<file path="src/att_pkg.sv">
package att_pkg;

    // Default table size
    localparam int unsigned TABLE_DEPTH_DEF = 16;

    localparam int unsigned ADDR_W = 32;
    localparam int unsigned TAG_W  = 6;
    localparam int unsigned REQ_W  = 2;

    // Request codes
    localparam logic [REQ_W-1:0] REQ_MAP    = 2'd0;
    localparam logic [REQ_W-1:0] REQ_TYPE   = 2'd1;
    localparam logic [REQ_W-1:0] REQ_LOOKUP = 2'd2;

    // Coprocessor address that marks "no coprocessor object"
    localparam logic [ADDR_W-1:0] NO_COPRO_MARK = '1;

    // One table entry
    typedef struct packed {
        logic [ADDR_W-1:0]       copro_addr;
        logic [ADDR_W-1:0]       main_addr;
        logic signed [TAG_W-1:0] type_tag;
    } entry_t;

endpackage

</file>
<file path="src/att_mem.sv">
module att_mem #(
    parameter int unsigned TABLE_DEPTH = att_pkg::TABLE_DEPTH_DEF,
    localparam int unsigned IDX_W = (TABLE_DEPTH > 1) ? $clog2(TABLE_DEPTH) : 1
) (
    input  logic              aclk,
    input  logic              wr_en,
    input  logic [IDX_W-1:0]  wr_addr,
    input  att_pkg::entry_t   wr_data,
    input  logic              rd_en,
    input  logic [IDX_W-1:0]  rd_addr,
    output att_pkg::entry_t   rd_data
);
    import att_pkg::*;

    entry_t mem [TABLE_DEPTH];
    entry_t rd_data_reg;

    // Single write port, single registered read port
    always_ff @(posedge aclk) begin
        if (wr_en) begin
            mem[wr_addr] <= wr_data;
        end
        if (rd_en) begin
            rd_data_reg <= mem[rd_addr];
        end
    end

    assign rd_data = rd_data_reg;

endmodule

</file>
<file path="src/att_ctrl.sv">
module att_ctrl #(
    parameter int unsigned TABLE_DEPTH = att_pkg::TABLE_DEPTH_DEF,
    localparam int unsigned IDX_W = (TABLE_DEPTH > 1) ? $clog2(TABLE_DEPTH) : 1
) (
    input  logic                             aclk,
    input  logic                             aresetn,
    // request side
    input  logic                             s_valid,
    output logic                             s_ready,
    input  logic [att_pkg::REQ_W-1:0]        s_req_type,
    input  logic [att_pkg::ADDR_W-1:0]       s_main_addr,
    input  logic [att_pkg::ADDR_W-1:0]       s_copro_addr_in,
    input  logic signed [att_pkg::TAG_W-1:0] s_type_tag_in,
    // result side
    output logic                             m_valid,
    input  logic                             m_ready,
    output logic                             m_status,
    output logic                             m_found,
    output logic [att_pkg::ADDR_W-1:0]       m_copro_addr_out,
    output logic signed [att_pkg::TAG_W-1:0] m_type_tag_out,
    // table memory
    output logic                             mem_wr_en,
    output logic [IDX_W-1:0]                 mem_wr_addr,
    output att_pkg::entry_t                  mem_wr_data,
    output logic                             mem_rd_en,
    output logic [IDX_W-1:0]                 mem_rd_addr,
    input  att_pkg::entry_t                  mem_rd_data
);
    import att_pkg::*;

    localparam int unsigned CNT_W = $clog2(TABLE_DEPTH + 1);
    localparam logic [CNT_W-1:0] CNT_FULL = CNT_W'(TABLE_DEPTH);

    typedef enum logic [2:0] {
        ST_IDLE = 3'b001,
        ST_SCAN = 3'b010,
        ST_DONE = 3'b100
    } state_t;

    state_t state_reg, state_next;

    logic [CNT_W-1:0] count_reg, count_next;
    logic [CNT_W-1:0] rd_idx_reg, rd_idx_next;
    logic             cmp_valid_reg, cmp_valid_next;
    logic [IDX_W-1:0] cmp_idx_reg, cmp_idx_next;

    logic [REQ_W-1:0]        req_reg, req_next;
    logic [ADDR_W-1:0]       main_reg, main_next;
    logic [ADDR_W-1:0]       copro_reg, copro_next;
    logic signed [TAG_W-1:0] tag_reg, tag_next;

    logic                    res_status_reg, res_status_next;
    logic                    res_found_reg, res_found_next;
    logic [ADDR_W-1:0]       res_copro_reg, res_copro_next;
    logic signed [TAG_W-1:0] res_tag_reg, res_tag_next;

    logic                    m_valid_reg, m_valid_next;
    logic                    m_status_reg, m_status_next;
    logic                    m_found_reg, m_found_next;
    logic [ADDR_W-1:0]       m_copro_reg, m_copro_next;
    logic signed [TAG_W-1:0] m_tag_reg, m_tag_next;

    logic entry_hit;
    logic more_entries;
    logic table_full;
    logic out_free;

    // Compare the entry read last cycle against the request key
    always_comb begin
        entry_hit = cmp_valid_reg &&
                    ((mem_rd_data.main_addr == main_reg) ||
                     ((req_reg == REQ_MAP) && (mem_rd_data.copro_addr == copro_reg)) ||
                     ((req_reg == REQ_TYPE) && (mem_rd_data.copro_addr == NO_COPRO_MARK)));
    end

    assign more_entries = (rd_idx_reg != count_reg);
    assign table_full   = (count_reg == CNT_FULL);
    assign out_free     = !m_valid_reg || m_ready;

    // Sequencer: accept, walk the table, update, hand off result
    always_comb begin
        state_next      = state_reg;
        count_next      = count_reg;
        rd_idx_next     = rd_idx_reg;
        cmp_valid_next  = cmp_valid_reg;
        cmp_idx_next    = cmp_idx_reg;
        req_next        = req_reg;
        main_next       = main_reg;
        copro_next      = copro_reg;
        tag_next        = tag_reg;
        res_status_next = res_status_reg;
        res_found_next  = res_found_reg;
        res_copro_next  = res_copro_reg;
        res_tag_next    = res_tag_reg;
        s_ready         = 1'b0;
        mem_wr_en       = 1'b0;
        mem_wr_addr     = cmp_idx_reg;
        mem_wr_data     = '{copro_addr: copro_reg, main_addr: main_reg, type_tag: tag_reg};
        mem_rd_en       = 1'b0;
        mem_rd_addr     = rd_idx_reg[IDX_W-1:0];

        unique case (state_reg)
            ST_IDLE: begin
                s_ready = 1'b1;
                if (s_valid) begin
                    req_next        = s_req_type;
                    main_next       = s_main_addr;
                    copro_next      = s_copro_addr_in;
                    tag_next        = s_type_tag_in;
                    res_status_next = 1'b0;
                    res_found_next  = 1'b0;
                    res_copro_next  = '0;
                    res_tag_next    = '0;
                    rd_idx_next     = '0;
                    cmp_valid_next  = 1'b0;
                    if (s_req_type == REQ_MAP || s_req_type == REQ_TYPE ||
                        s_req_type == REQ_LOOKUP) begin
                        state_next = ST_SCAN;
                    end else begin
                        // unused code: no change, all-zero result
                        state_next = ST_DONE;
                    end
                end
            end
            ST_SCAN: begin
                if (entry_hit) begin
                    res_found_next = 1'b1;
                    cmp_valid_next = 1'b0;
                    state_next     = ST_DONE;
                    if (req_reg == REQ_MAP) begin
                        mem_wr_en = 1'b1;
                    end else if (req_reg == REQ_TYPE) begin
                        // keep addresses, rewrite the tag only
                        mem_wr_en   = 1'b1;
                        mem_wr_data = '{copro_addr: mem_rd_data.copro_addr,
                                        main_addr:  mem_rd_data.main_addr,
                                        type_tag:   tag_reg};
                    end else begin
                        res_copro_next = mem_rd_data.copro_addr;
                        res_tag_next   = mem_rd_data.type_tag;
                    end
                end else if (more_entries) begin
                    // issue the next read, one entry per cycle
                    mem_rd_en      = 1'b1;
                    cmp_valid_next = 1'b1;
                    cmp_idx_next   = rd_idx_reg[IDX_W-1:0];
                    rd_idx_next    = rd_idx_reg + CNT_W'(1);
                end else begin
                    // miss: append for register requests
                    cmp_valid_next = 1'b0;
                    state_next     = ST_DONE;
                    if (req_reg != REQ_LOOKUP) begin
                        if (table_full) begin
                            res_status_next = 1'b1;
                        end else begin
                            mem_wr_en   = 1'b1;
                            mem_wr_addr = count_reg[IDX_W-1:0];
                            if (req_reg == REQ_TYPE) begin
                                mem_wr_data = '{copro_addr: '0, main_addr: main_reg,
                                                type_tag: tag_reg};
                            end
                            count_next = count_reg + CNT_W'(1);
                        end
                    end
                end
            end
            ST_DONE: begin
                if (out_free) begin
                    state_next = ST_IDLE;
                end
            end
            default: begin
                state_next = ST_IDLE;
            end
        endcase
    end

    // Output register
    always_comb begin
        m_valid_next  = m_valid_reg && !m_ready;
        m_status_next = m_status_reg;
        m_found_next  = m_found_reg;
        m_copro_next  = m_copro_reg;
        m_tag_next    = m_tag_reg;
        if (state_reg == ST_DONE && out_free) begin
            m_valid_next  = 1'b1;
            m_status_next = res_status_reg;
            m_found_next  = res_found_reg;
            m_copro_next  = res_copro_reg;
            m_tag_next    = res_tag_reg;
        end
    end

    // Control state
    always_ff @(posedge aclk) begin
        if (!aresetn) begin
            state_reg     <= ST_IDLE;
            count_reg     <= '0;
            cmp_valid_reg <= 1'b0;
            m_valid_reg   <= 1'b0;
        end else begin
            state_reg     <= state_next;
            count_reg     <= count_next;
            cmp_valid_reg <= cmp_valid_next;
            m_valid_reg   <= m_valid_next;
        end
    end

    // Payload, no reset
    always_ff @(posedge aclk) begin
        rd_idx_reg     <= rd_idx_next;
        cmp_idx_reg    <= cmp_idx_next;
        req_reg        <= req_next;
        main_reg       <= main_next;
        copro_reg      <= copro_next;
        tag_reg        <= tag_next;
        res_status_reg <= res_status_next;
        res_found_reg  <= res_found_next;
        res_copro_reg  <= res_copro_next;
        res_tag_reg    <= res_tag_next;
        m_status_reg   <= m_status_next;
        m_found_reg    <= m_found_next;
        m_copro_reg    <= m_copro_next;
        m_tag_reg      <= m_tag_next;
    end

    assign m_valid          = m_valid_reg;
    assign m_status         = m_status_reg;
    assign m_found          = m_found_reg;
    assign m_copro_addr_out = m_copro_reg;
    assign m_type_tag_out   = m_tag_reg;

endmodule

</file>
<file path="src/address_translation_table.sv">
// Channel  | Direction | Handshake          | Payload
// s_       | in        | s_valid / s_ready  | req_type, main_addr, copro_addr_in, type_tag_in
// m_       | out       | m_valid / m_ready  | status, found, copro_addr_out, type_tag_out
//
// One request at a time; the walk covers at most the fill count of entries,
// fewer on an early hit, and reads one entry per cycle through the table
// memory's single read port.
// An unused request code skips the walk.
// Reset clears the fill count and the handshake state only; no clearing pass.
// A result waiting on m_ready does not stop the next request from being taken.
module address_translation_table #(
    parameter int unsigned TABLE_DEPTH = att_pkg::TABLE_DEPTH_DEF
) (
    input  logic                             aclk,
    input  logic                             aresetn,
    input  logic                             s_valid,
    output logic                             s_ready,
    input  logic [att_pkg::REQ_W-1:0]        s_req_type,
    input  logic [att_pkg::ADDR_W-1:0]       s_main_addr,
    input  logic [att_pkg::ADDR_W-1:0]       s_copro_addr_in,
    input  logic signed [att_pkg::TAG_W-1:0] s_type_tag_in,
    output logic                             m_valid,
    input  logic                             m_ready,
    output logic                             m_status,
    output logic                             m_found,
    output logic [att_pkg::ADDR_W-1:0]       m_copro_addr_out,
    output logic signed [att_pkg::TAG_W-1:0] m_type_tag_out
);
    import att_pkg::*;

    localparam int unsigned IDX_W = (TABLE_DEPTH > 1) ? $clog2(TABLE_DEPTH) : 1;

    logic             mem_wr_en;
    logic [IDX_W-1:0] mem_wr_addr;
    entry_t           mem_wr_data;
    logic             mem_rd_en;
    logic [IDX_W-1:0] mem_rd_addr;
    entry_t           mem_rd_data;

    // Sequencer and output register
    att_ctrl #(
        .TABLE_DEPTH(TABLE_DEPTH)
    ) u_ctrl (
        .aclk            (aclk),
        .aresetn         (aresetn),
        .s_valid         (s_valid),
        .s_ready         (s_ready),
        .s_req_type      (s_req_type),
        .s_main_addr     (s_main_addr),
        .s_copro_addr_in (s_copro_addr_in),
        .s_type_tag_in   (s_type_tag_in),
        .m_valid         (m_valid),
        .m_ready         (m_ready),
        .m_status        (m_status),
        .m_found         (m_found),
        .m_copro_addr_out(m_copro_addr_out),
        .m_type_tag_out  (m_type_tag_out),
        .mem_wr_en       (mem_wr_en),
        .mem_wr_addr     (mem_wr_addr),
        .mem_wr_data     (mem_wr_data),
        .mem_rd_en       (mem_rd_en),
        .mem_rd_addr     (mem_rd_addr),
        .mem_rd_data     (mem_rd_data)
    );

    // Entry storage
    att_mem #(
        .TABLE_DEPTH(TABLE_DEPTH)
    ) u_mem (
        .aclk   (aclk),
        .wr_en  (mem_wr_en),
        .wr_addr(mem_wr_addr),
        .wr_data(mem_wr_data),
        .rd_en  (mem_rd_en),
        .rd_addr(mem_rd_addr),
        .rd_data(mem_rd_data)
    );

endmodule

</file>
<file path="config.mk">
export PLATFORM = sky130hd
export DESIGN_NAME = address_translation_table
export DESIGN_NICKNAME = d
export VERILOG_FILES = /design/src/att_pkg.sv /design/src/att_mem.sv /design/src/att_ctrl.sv /design/src/address_translation_table.sv
export SDC_FILE = /design/constraint.sdc
export NUM_CORES = 1
export LEC_CHECK = 0
export ABC_AREA = 1
export BUFFER_PORTS_ARGS = -buffer_cell sky130_fd_sc_hd__buf_2
export CAP_MARGIN = 5
export CORE_ASPECT_RATIO = 1.25
export CORE_MARGIN = 2
export CORE_UTILIZATION = 25
export CTS_CLUSTER_SIZE = 16
export DETAILED_ROUTE_END_ITERATION = 10
export HOLD_SLACK_MARGIN = 0.12
export PLACE_DENSITY = 0.45
export SLEW_MARGIN = 5
export SYNTH_ARGS = -nofsm -noshare
export SYNTH_HDL_FRONTEND = slang
export SYNTH_SLANG_ARGS = --single-unit
export TNS_END_PERCENT = 100
</file>
<file path="constraint.sdc">
create_clock -name aclk -period 7.29 [get_ports aclk]
set_clock_uncertainty 0.05 [all_clocks]
set_input_delay 1.0935 -clock aclk [delete_from_list [all_inputs] [get_ports aclk]]
set_output_delay 1.0935 -clock aclk [all_outputs]
set_load 0.05 [all_outputs]
</file>
* Word-level counts from Yosys, hierarchy flattened
Memories as Yosys holds them, arrays and structs flattened. A register that Yosys moved wholly into a read port is not among the register bits. Cells that the tools add are included.
Word-level totals: bits in registers 171, output and inout port bits 42, memories 1, logic and storage cells 127, RAM bits 1120, input bits 76
Memories:
- u_mem.mem | depth 16, bits a word 70, read ports 1, clocked after memory_dff 1, write ports 1, RTL line att_mem.sv:15 | entry_t mem [TABLE_DEPTH];
Operators by class: reductions and logical operators 24, mux-type cells 56, eq/ne operators 23, $add $sub $neg 2, bitwise gates (word level) 3
Operators by type and width (count):
- $mux 70 | 8
- $mux 32 | 4
- $eq 32x32->1 | 2
- $pmux 32 s2 | 1
- $eq 32x32->1 const B | 1
- $mux 6 | 4
- $mux 1 | 20
- $mux 4 | 5
- $mux 3 | 5
- $mux 5 | 3
- $ne 2x2->1 const B | 6
- $pmux 6 s2 | 1
- $add 5x1->5 const B | 2
- $ne 2x1->1 const B | 5
- $pmux 5 s2 | 1
- $reduce_and 5->1 | 2
- $pmux 3 s3 | 1
- $reduce_and 3->1 | 3
- $pmux 1 s2 | 3
- $reduce_and 6->1 | 1
- $eq 5x5->1 const B | 1
- $logic_and 1x1->1 | 5
- $logic_or 1x1->1 | 5
- $ne 5x5->1 | 1
- other kinds (12) | 18

* Longest topological paths before layout
Gate-level depths: netlist of the first run.
word-level depth 9, depth in mapped cells 17, gate-level depth less buffers 17

* Hierarchy
A second synthesis of the first run with hierarchy kept.
Unflattened totals: cells, all modules 5436, area, all modules 58177.0 sq um
By module, submodules not included:
- att_mem | area each 49826.5 sq um, seq. area each 35734.3 sq um, cells an instance 4602, instances 1
- att_ctrl | area each 8350.5 sq um, seq. area each 5034.8 sq um, cells an instance 834, instances 1

* Worst setup path after synthesis of the first run
Ideal clock, no wire load.
path type register to register, from reg u_ctrl.state_reg[2], to reg u_ctrl.res_copro_reg[0] (enable), arrival time 7427 ps, slack -633 ps, buffers on the path 0, cell stages (with the launch flop) 6, data required time 6794 ps, path through dfxtp_1 nor3_1 inv_1 nor2_1 inv_1 a21oi_1
Between the ends: longest elaborated chain between the ends 3, elaborated cells between the ends (all ways) 8, classes of those cells eq/ne: 6; reduce/logical: 2
Ends and longest elaborated chain:
- from (decl) | RTL line att_ctrl.sv:40 | state_t state_reg, state_next;
- from (signal assigned) | RTL line att_ctrl.sv:202 | state_reg <= state_next;
- $eq 3x2->1 or $eq 3x1->1 (tied branches) | RTL line att_ctrl.sv:102 | unique case (state_reg)
- $ne 2x1->1 (no source line) (tied with other cells)
- $reduce_and 5->1 (no source line) *
- to (signal assigned) | RTL line att_ctrl.sv:219 | res_copro_reg <= res_copro_next;
- to (decl) | RTL line att_ctrl.sv:54 | logic [ADDR_W-1:0] res_copro_reg, res_copro_next;
Every way passes the cells marked *; elsewhere a longest branch is shown, timed or not. A chain may end at the register's enable or synchronous reset.

* Final worst setup path of the first run
from reg u_ctrl.req_reg[1], to mem u_mem.mem[9][58] (netlist name) (enable)
Between the ends: longest elaborated chain between the ends 9, elaborated cells between the ends (all ways) 20, classes of those cells eq/ne: 2; mux: 12; reduce/logical: 6
Ends and longest elaborated chain:
- from (decl) | RTL line att_ctrl.sv:47 | logic [REQ_W-1:0] req_reg, req_next;
- from (signal assigned) | RTL line att_ctrl.sv:213 | req_reg <= req_next;
- $logic_not 2->1 | RTL line att_ctrl.sv:72, att_ctrl.sv:130
- $logic_and 1x1->1 | RTL line att_ctrl.sv:72 | ((req_reg == REQ_MAP) && (mem_rd_data.copro_addr == copro_reg)) ||
- $logic_or 1x1->1 | RTL line att_ctrl.sv:71 | ((mem_rd_data.main_addr == main_reg) ||
- $logic_or 1x1->1 | RTL line att_ctrl.sv:72
- $logic_and 1x1->1 | RTL line att_ctrl.sv:70 | entry_hit = cmp_valid_reg &&
- $mux 1 | RTL line att_ctrl.sv:126 | if (entry_hit) begin
- $mux 1 | RTL line att_ctrl.sv:102
- $mux 1 | RTL line att_mem.sv:20 | if (wr_en) begin
- $mux 1 (not written as such) | RTL line att_mem.sv:21 | mem[wr_addr] <= wr_data;
- to (decl) | RTL line att_mem.sv:15
Several ways; a longest one is shown, not always the timed one.

==> summary.txt, run 1 <==
Status
  – Status: finished, final reports clean

Clock tree
  – CTS Buf Count: 137
  – Clock sink count: 1361
  – Hold buffer count at cts: 0
  – Clock transition at the registers of the reported paths: roughly 0.060 ns
  – CTS Root Cell: clkbuf_16
  – CTS resizes: 0
  – CTS tree: built
  – Post-CTS Setup Repair Bufs: 0
  – Clock buffer depth: 3
  – H-tree levels: 4
  – Clk_lat worst skew: 0.78 ns

Setup path
  – Reg-to-reg setup timing slack: around 2.7 ns
  – CP peak stage delay: 0.87 ns
  – CP max FO: 27
  – Arrival @ worst endpoint: 4.91 ns
  – Slowest CP cell: nor2_4
  – WP data required: 7.65 ns
  – Worst setup EP type: register
  – R2R Path End: u_mem.mem[9][58]
  – RR Startpoint: u_ctrl.req_reg[1]
  – Reg2Reg Depth: 16
  – Crit start category: register
  – CP cell instances: inv_2 -> nand2_4 -> nor2_2 -> nand4_1 -> nor2_1 -> nand2_1 -> nor2_1 -> nor2_1 -> nand2_2 -> nand2_4 -> inv_1 -> nand2_1 -> nand2_1 -> nand3_2 -> nor2_4 -> buf_4
  – Family with the most delay on the worst path: simple AND/OR/NAND/NOR gates
  – Critical path type: register to register
  – Worst Path Buf+Inv: 3

Worst hold path
  – Hold Crit Start: u_ctrl.res_tag_reg[0]
  – Hold Path Sink: u_ctrl.m_type_tag_out[0]
  – Hold depth: 0
  – Hold WC Path Type: register to register

Floorplan
  – Die Width: between 400 and 500 um
  – Row count: 190
  – Die height: between 500 and 600 um
  – Core area: 214000 um^2
  – Initial Util: 0.251
  – Die Area: between 200000 and 250000 um^2
  – IO Pins: 118

Global route
  – All-Layer GR Usage: 0.130
  – GRT overflow: 0
  – First-pass GRT wire length: 212000 um
  – Vias in the first global route: ~31k
  – Largest net degree at the start of global routing: 199
  – Antenna violations before repair: 20

Detailed routing
  – Post-route DRC: 0
  – Drt total wl: 144000 um
  – Initial DRC count: roughly 2.1k
  – ANT nets after route: 0
  – Via count: ~31k
  – Routed len/inst: about 21 um
  – First-pass DRT Iterations: 5
  – Vias per cell: 4.57

STA
  – Crit share post-route: 0.623
  – Final setup viols: 0
  – Worst Tran Pin Value: approximately 1.3 ns
  – Fin crit period: 4.54 ns
  – RSZ-0062 raised after global routing: false
  – Final hold viol count: 0
  – Slew headroom: 0.161
  – Pins Over Slew Limit: 0
  – Fmax: about 220 MHz
  – Setup Total Neg Slack: 0 ns

Pwr
  – Power Internal: approximately 0.015 W
  – Clock share of power: 0.330
  – Sw Ratio: 0.310
  – Worst IR drop on VDD: 0.302 mV
  – Cell area power density: 339 nW/um^2
  – Reg power frac: 0.458
  – Combinational fraction of design power: 0.212
  – Sw Pwr: 0.00651 W
  – Leak pwr: roughly 20 nW

Final layout
  – Max reg flops: approximately 1.1k
  – Final std cells w/o fill: 6883
  – Layout cell share with drive strength beyond 1: 0.109
  – Commonest non-fill, non-tap cell in the layout: edfxtp_1
  – Nets: approximately 4.1k
  – Most frequent cells in the layout: edfxtp_1, nor2_1, nand2_1
  – Layout overhead on the synthesized area: 15.6%

Synthesis
  – Share of flip-flops with an asynchronous set or reset: 0
  – Syn_nets: about 4k
  – Synth warn: 0
  – FF+latch count, synth: 1361
  – Synth Cell Area: 53600 um^2
  – Synth Instances: 3886
  – Sequential share of the synthesized area: 0.761
  – Syn Area/Cell: 13.8 um^2
  – Synth Flop Type: edfxtp_1
  – Post-synth EDFFs: between 1k and 1.5k
  – Yosys cell types: 42

Place
  – GPL Wtd Cong: approximately 0.75
  – # placed instances: roughly 6.6k
  – Hpwl dp: 78900 um
  – PortBufs: approximately 120

Run
  – Max_cap viols: 0
how the worst max path moves through the flow:
| stage | startpoint | end | slack [ns] | depth (start not counted) |
|---|---|---|---|---|
| after floorplan | u_ctrl.state_reg[2] | u_ctrl.res_copro_reg[0] | 0.71 | 5 |
| after global placement | u_ctrl.main_reg[23] | u_mem.mem[10][56] | 2.76 | 16 |
| after detailed placement | u_ctrl.req_reg[1] | u_mem.mem[11][58] | 2.70 | 16 |
| after CTS | u_ctrl.req_reg[1] | u_mem.mem[11][46] | 2.67 | 16 |
| after global routing | u_ctrl.req_reg[1] | u_mem.mem[9][46] | 2.49 | 16 |
| final | u_ctrl.req_reg[1] | u_mem.mem[9][58] | 2.75 | 16 |
metal layers:
metal | up-vias | wire length [um] | GRT usage
li1 | 14600 | - | -
met4 | 26 | 3150 | 0.0373
met3 | 207 | 6460 | 0.0216
met2 | 665 | 69100 | 0.215
met5 | - | 156 | 0
met1 | 15900 | 64700 | 0.173
cell families (layout without fill, tap and decap cells):
family,count (synthesis),after routing,share of synthesized area
AOI/OAI and AO/OA,714,714,0.0887
xor gates and xnor gates,15,15,0.00259
adders and majority gates,3,3,0.000700
buffers and inverters,403,614,0.0307
DFF,1361,1361,0.761
muxes,115,115,0.0215
other,0,2,0
and+or+nand+nor,1275,1275,0.0953
per-stage QoR:
stage          setup WS (ns)  power (W)  utilization  hold WS [ns]  cell area (um^2)
3_3_place_gp            2.76     0.0143        0.270         0.354             57600
2_1_floorplan          0.713     0.0127            -         0.350             53600
3_5_place_dp            2.70     0.0143        0.270         0.355             57600
6_report                2.75     0.0210        0.290         0.366             62000
4_1_cts                 2.67     0.0214        0.290         0.361             61900
5_1_grt                 2.49     0.0221        0.290         0.377             62000
cells in the mapped netlist (4+ instances only):
cell | count | share of area
nor2_1 | 718 | 0.050
buf_1 | 17 | 0.0012
o22ai_1 | 35 | 0.0041
xnor2_1 | 6 | 0.00098
inv_2 | 6 | 0.00042
clkbuf_1 | 167 | 0.012
nor3_1 | 7 | 0.00065
inv_1 | 162 | 0.011
nand3_2 | 4 | 0.00075
dfxtp_1 | 10 | 0.0037
buf_2 | 39 | 0.0036
o32ai_1 | 165 | 0.027
o21ai_0 | 325 | 0.030
o21ai_1 | 30 | 0.0028
a21oi_1 | 14 | 0.0013
o211ai_1 | 26 | 0.0036
o221ai_1 | 115 | 0.019
nand2_1 | 384 | 0.027
edfxtp_1 | 1351 | 0.76
nand4_1 | 13 | 0.0015
nand3_1 | 131 | 0.012
xor2_1 | 8 | 0.0013
mux2i_1 | 115 | 0.021
buf_6 | 11 | 0.0023
nand2_2 | 5 | 0.00058
cell type report:
class | count | area, um^2
fill | 21400 | 152000
sequential | 1361 | 40800
multi-input combinational | 2122 | 11400
clock buffer | 166 | 3640
tap | 2784 | 3480
timing repair buffer | 201 | 1340
clock inverter | 78 | 697
inverter | 169 | 649
antenna | 2 | 5.00
power by group through the flow:
| stage | Clock, W | Sequential, W | Combinational, W |
|---|---|---|---|
| floorplan | 0 | 0.00980 | 0.00288 |
| global placement | 0 | 0.00980 | 0.00455 |
| detailed placement | 0 | 0.00979 | 0.00455 |
| CTS | 0.00715 | 0.00963 | 0.00457 |
| global route | 0.00741 | 0.00966 | 0.00499 |
| finish | 0.00693 | 0.00962 | 0.00447 |
Power figures use the tool's default switching activity.
==> inputs of run 2 (changes only) <==
==> constraint.sdc (replaced) <==
create_clock -name aclk -period 3.79 [get_ports aclk]
set_clock_uncertainty 0.05 [all_clocks]
set_input_delay 0.5685 -clock aclk [delete_from_list [all_inputs] [get_ports aclk]]
set_output_delay 0.5685 -clock aclk [all_outputs]
set_load 0.05 [all_outputs]
==> run 2 against run 1 <==
Against the previous run:
- die area stayed put
- critical path type unchanged
- utilization is 1.4 points higher
- largest power group unchanged
- setup slack worse by 2.5 ns
==> summary.txt, run 2 (synthesis gave the netlist of run 1 again) <==
Setup path
  – Reg-to-reg setup timing slack: 0.20 ns
  – RR Startpoint: u_ctrl.main_reg[3]
  – Reg2Reg Depth: 18
  – Crit start category: register
  – Worst setup EP type: register
  – Arrival @ worst endpoint: 3.99 ns
  – Critical path type: register to register
  – WP data required: ~4.2 ns
  – CP max FO: 31
  – R2R Path End: u_mem.mem[3][7]

Pwr
  – Cell area power density: 646 nW/um^2
  – Power Internal: 0.0287 W
  – Combinational fraction of design power: 0.233
  – Sw Pwr: 0.0132 W
  – Sw Ratio: 0.315
  – Leak pwr: 21.7 nW
  – Worst IR drop on VDD: approximately 0.43 mV
  – Clock share of power: 0.325
  – Reg power frac: 0.442

Final layout
  – Utilization after layout: 0.304
  – Max reg flops: 1120
  – Reg area: 40800 um^2
  – Most frequent cells in the layout: edfxtp_1, nor2_1, nand2_1
  – Commonest non-fill, non-tap cell in the layout: edfxtp_1
  – Layout overhead on the synthesized area: 21.0%
  – Nets: 4264
  – Area of the multi-input gates: 11400 um^2
  – Layout cell share with drive strength beyond 1: 0.135
  – # fillers: 21.3k

Worst hold path
  – Hold Path Sink: u_ctrl.state_reg[1]
  – Hold Crit Start: s_valid
  – Hold WC Path Type: input pin to register
  – Hold depth: 7

Run
  – Max_cap viols: 0

STA
  – Worst Tran Pin Value: 1.14 ns
  – Fin crit period: about 3.6 ns
  – Slew headroom: 0.234
  – Crit share post-route: 0.948
  – Final hold viol count: 0
  – RSZ-0062 raised after global routing: true
  – Pins Over Slew Limit: 0
  – Worst hold margin: approximately 0.31 ns
  – Final setup viols: 0
  – Fmax: 278 MHz

Floorplan
  – Core area: between 200000 and 250000 um^2
  – Row count: 190
  – Initial Util: 0.251
  – Die Width: 418 um
  – Die height: 522 um
  – IO Pins: around 120
  – Die Area: 218000 um^2

Clock tree
  – Clock buffer depth: 3
  – Clock sink count: about 1.4k
  – CTS tree: built
  – Clk_lat worst skew: 0.78 ns
  – CTS Buf Count: 139
  – H-tree levels: 4
  – Clock transition at the registers of the reported paths: 0.07 ns
  – CTS Root Cell: clkbuf_16

Global route
  – Vias in the first global route: 32.2k
  – GRT overflow: 0
  – First-pass GRT wire length: 223000 um
  – All-Layer GR Usage: 0.137
  – Antenna violations before repair: 18
  – Largest net degree at the start of global routing: 217

Place
  – PortBufs: 117
  – GPL Wtd Cong: roughly 0.77
  – Hpwl dp: 89900 um

Detailed routing
  – Routed len/inst: 21.6 um
  – ANT nets after route: 0
  – Via count: 32.3k
  – Initial DRC count: 2307
  – Drt total wl: 153000 um
  – Post-route DRC: 0
  – Vias per cell: 4.57
  – First-pass DRT Iterations: 6

Status
  – Status: finished, final reports clean
==> run 2: repair_timing <==
item / CTS / global route
pin swaps: 1 / 5
cloned: 1 / 6
endpoints found under the setup margin: 1521 / 818
hold buffers: 75 / 0
resized for setup: 3 / 6
setup buffers: 2 / 11
hold endpoints to repair: 79 / 0
==> run 2: how the worst max path moves through the flow <==
stage	start	end	cells past startpoint
floorplan	u_ctrl.req_reg[0]	u_mem.mem[3][0]	13
detailed placement	u_ctrl.main_reg[3]	u_mem.mem[8][34]	17
CTS	u_ctrl.main_reg[1]	u_mem.mem[12][57]	18
finish	u_ctrl.main_reg[3]	u_mem.mem[3][7]	18
global route	u_ctrl.main_reg[3]	u_mem.mem[6][40]	18
global placement	u_ctrl.main_reg[3]	u_mem.mem[8][34]	17
==> run 2: layer usage <==
| metal | wire [um] | track usage | share of wire | vias to the layer above |
|---|---|---|---|---|
| met3 | 5550 | 0.0201 | 0.036 | 200 |
| li1 | - | - | - | 15000 |
| met2 | 75600 | 0.234 | 0.50 | 657 |
| met5 | 109 | 0 | 0.00071 | - |
| met1 | 68200 | 0.180 | 0.45 | 16400 |
| met4 | 3300 | 0.0369 | 0.022 | 16 |
==> run 2: worst max-delay path, cell delays in order (launching register included) <==
cell and delay [ns]:
edfxtp_1 0.45, nand2_1 0.10, nand2_1 0.06, nor2_2 0.19
nand2_1 0.12, nor2_2 0.25, nand2_1 0.11, nor2_2 0.19
buf_4 0.16, nor2_1 0.04, nand2_2 0.11, nand2_4 0.12
inv_1 0.15, nand2_1 0.09, nand2_2 0.20, nand3_2 0.25
nor2_4 0.21, buf_12 0.13, buf_12 0.21
==> run 2: metrics by stage <==
step / setup TNS (ns) / total power (W) / setup slack [ns] / instances / cell area [um^2]
6_report: 0 / 0.0419 / 0.199 / 7078 / 64900
3_5_place_dp: -179.15 / 0.0287 / -0.226 / 6733 / 59300
3_3_place_gp: -225.25 / 0.0288 / -0.260 / 6733 / 59300
5_1_grt: -0.446 / 0.0439 / -0.0187 / 7077 / 64900
2_1_floorplan: -196.22 / 0.0244 / -0.187 / 3886 / 53700
4_1_cts: 0 / 0.0426 / 0.0157 / 7059 / 64600
==> run 2: cell type report <==
type | instances | area share
Tap cell | 2784 | 0.0537
Sequential cell | 1361 | 0.628
Clock buffer | 164 | 0.0554
Timing Repair Buffer | 392 | 0.0633
Inverter | 169 | 0.0100
Clock inverter | 84 | 0.0133
Multi-Input combinational cell | 2122 | 0.176
Antenna cell | 2 | 0.0000771
==> run 2: power by group through the flow <==
stage	clock network (W)	logic (W)	registers [W]
6_report	0.0136	0.00979	0.0185
5_1_grt	0.0146	0.0108	0.0186
4_1_cts	0.0141	0.0100	0.0185
3_5_place_dp	0	0.00989	0.0188
3_3_place_gp	0	0.00991	0.0188
2_1_floorplan	0	0.00556	0.0188
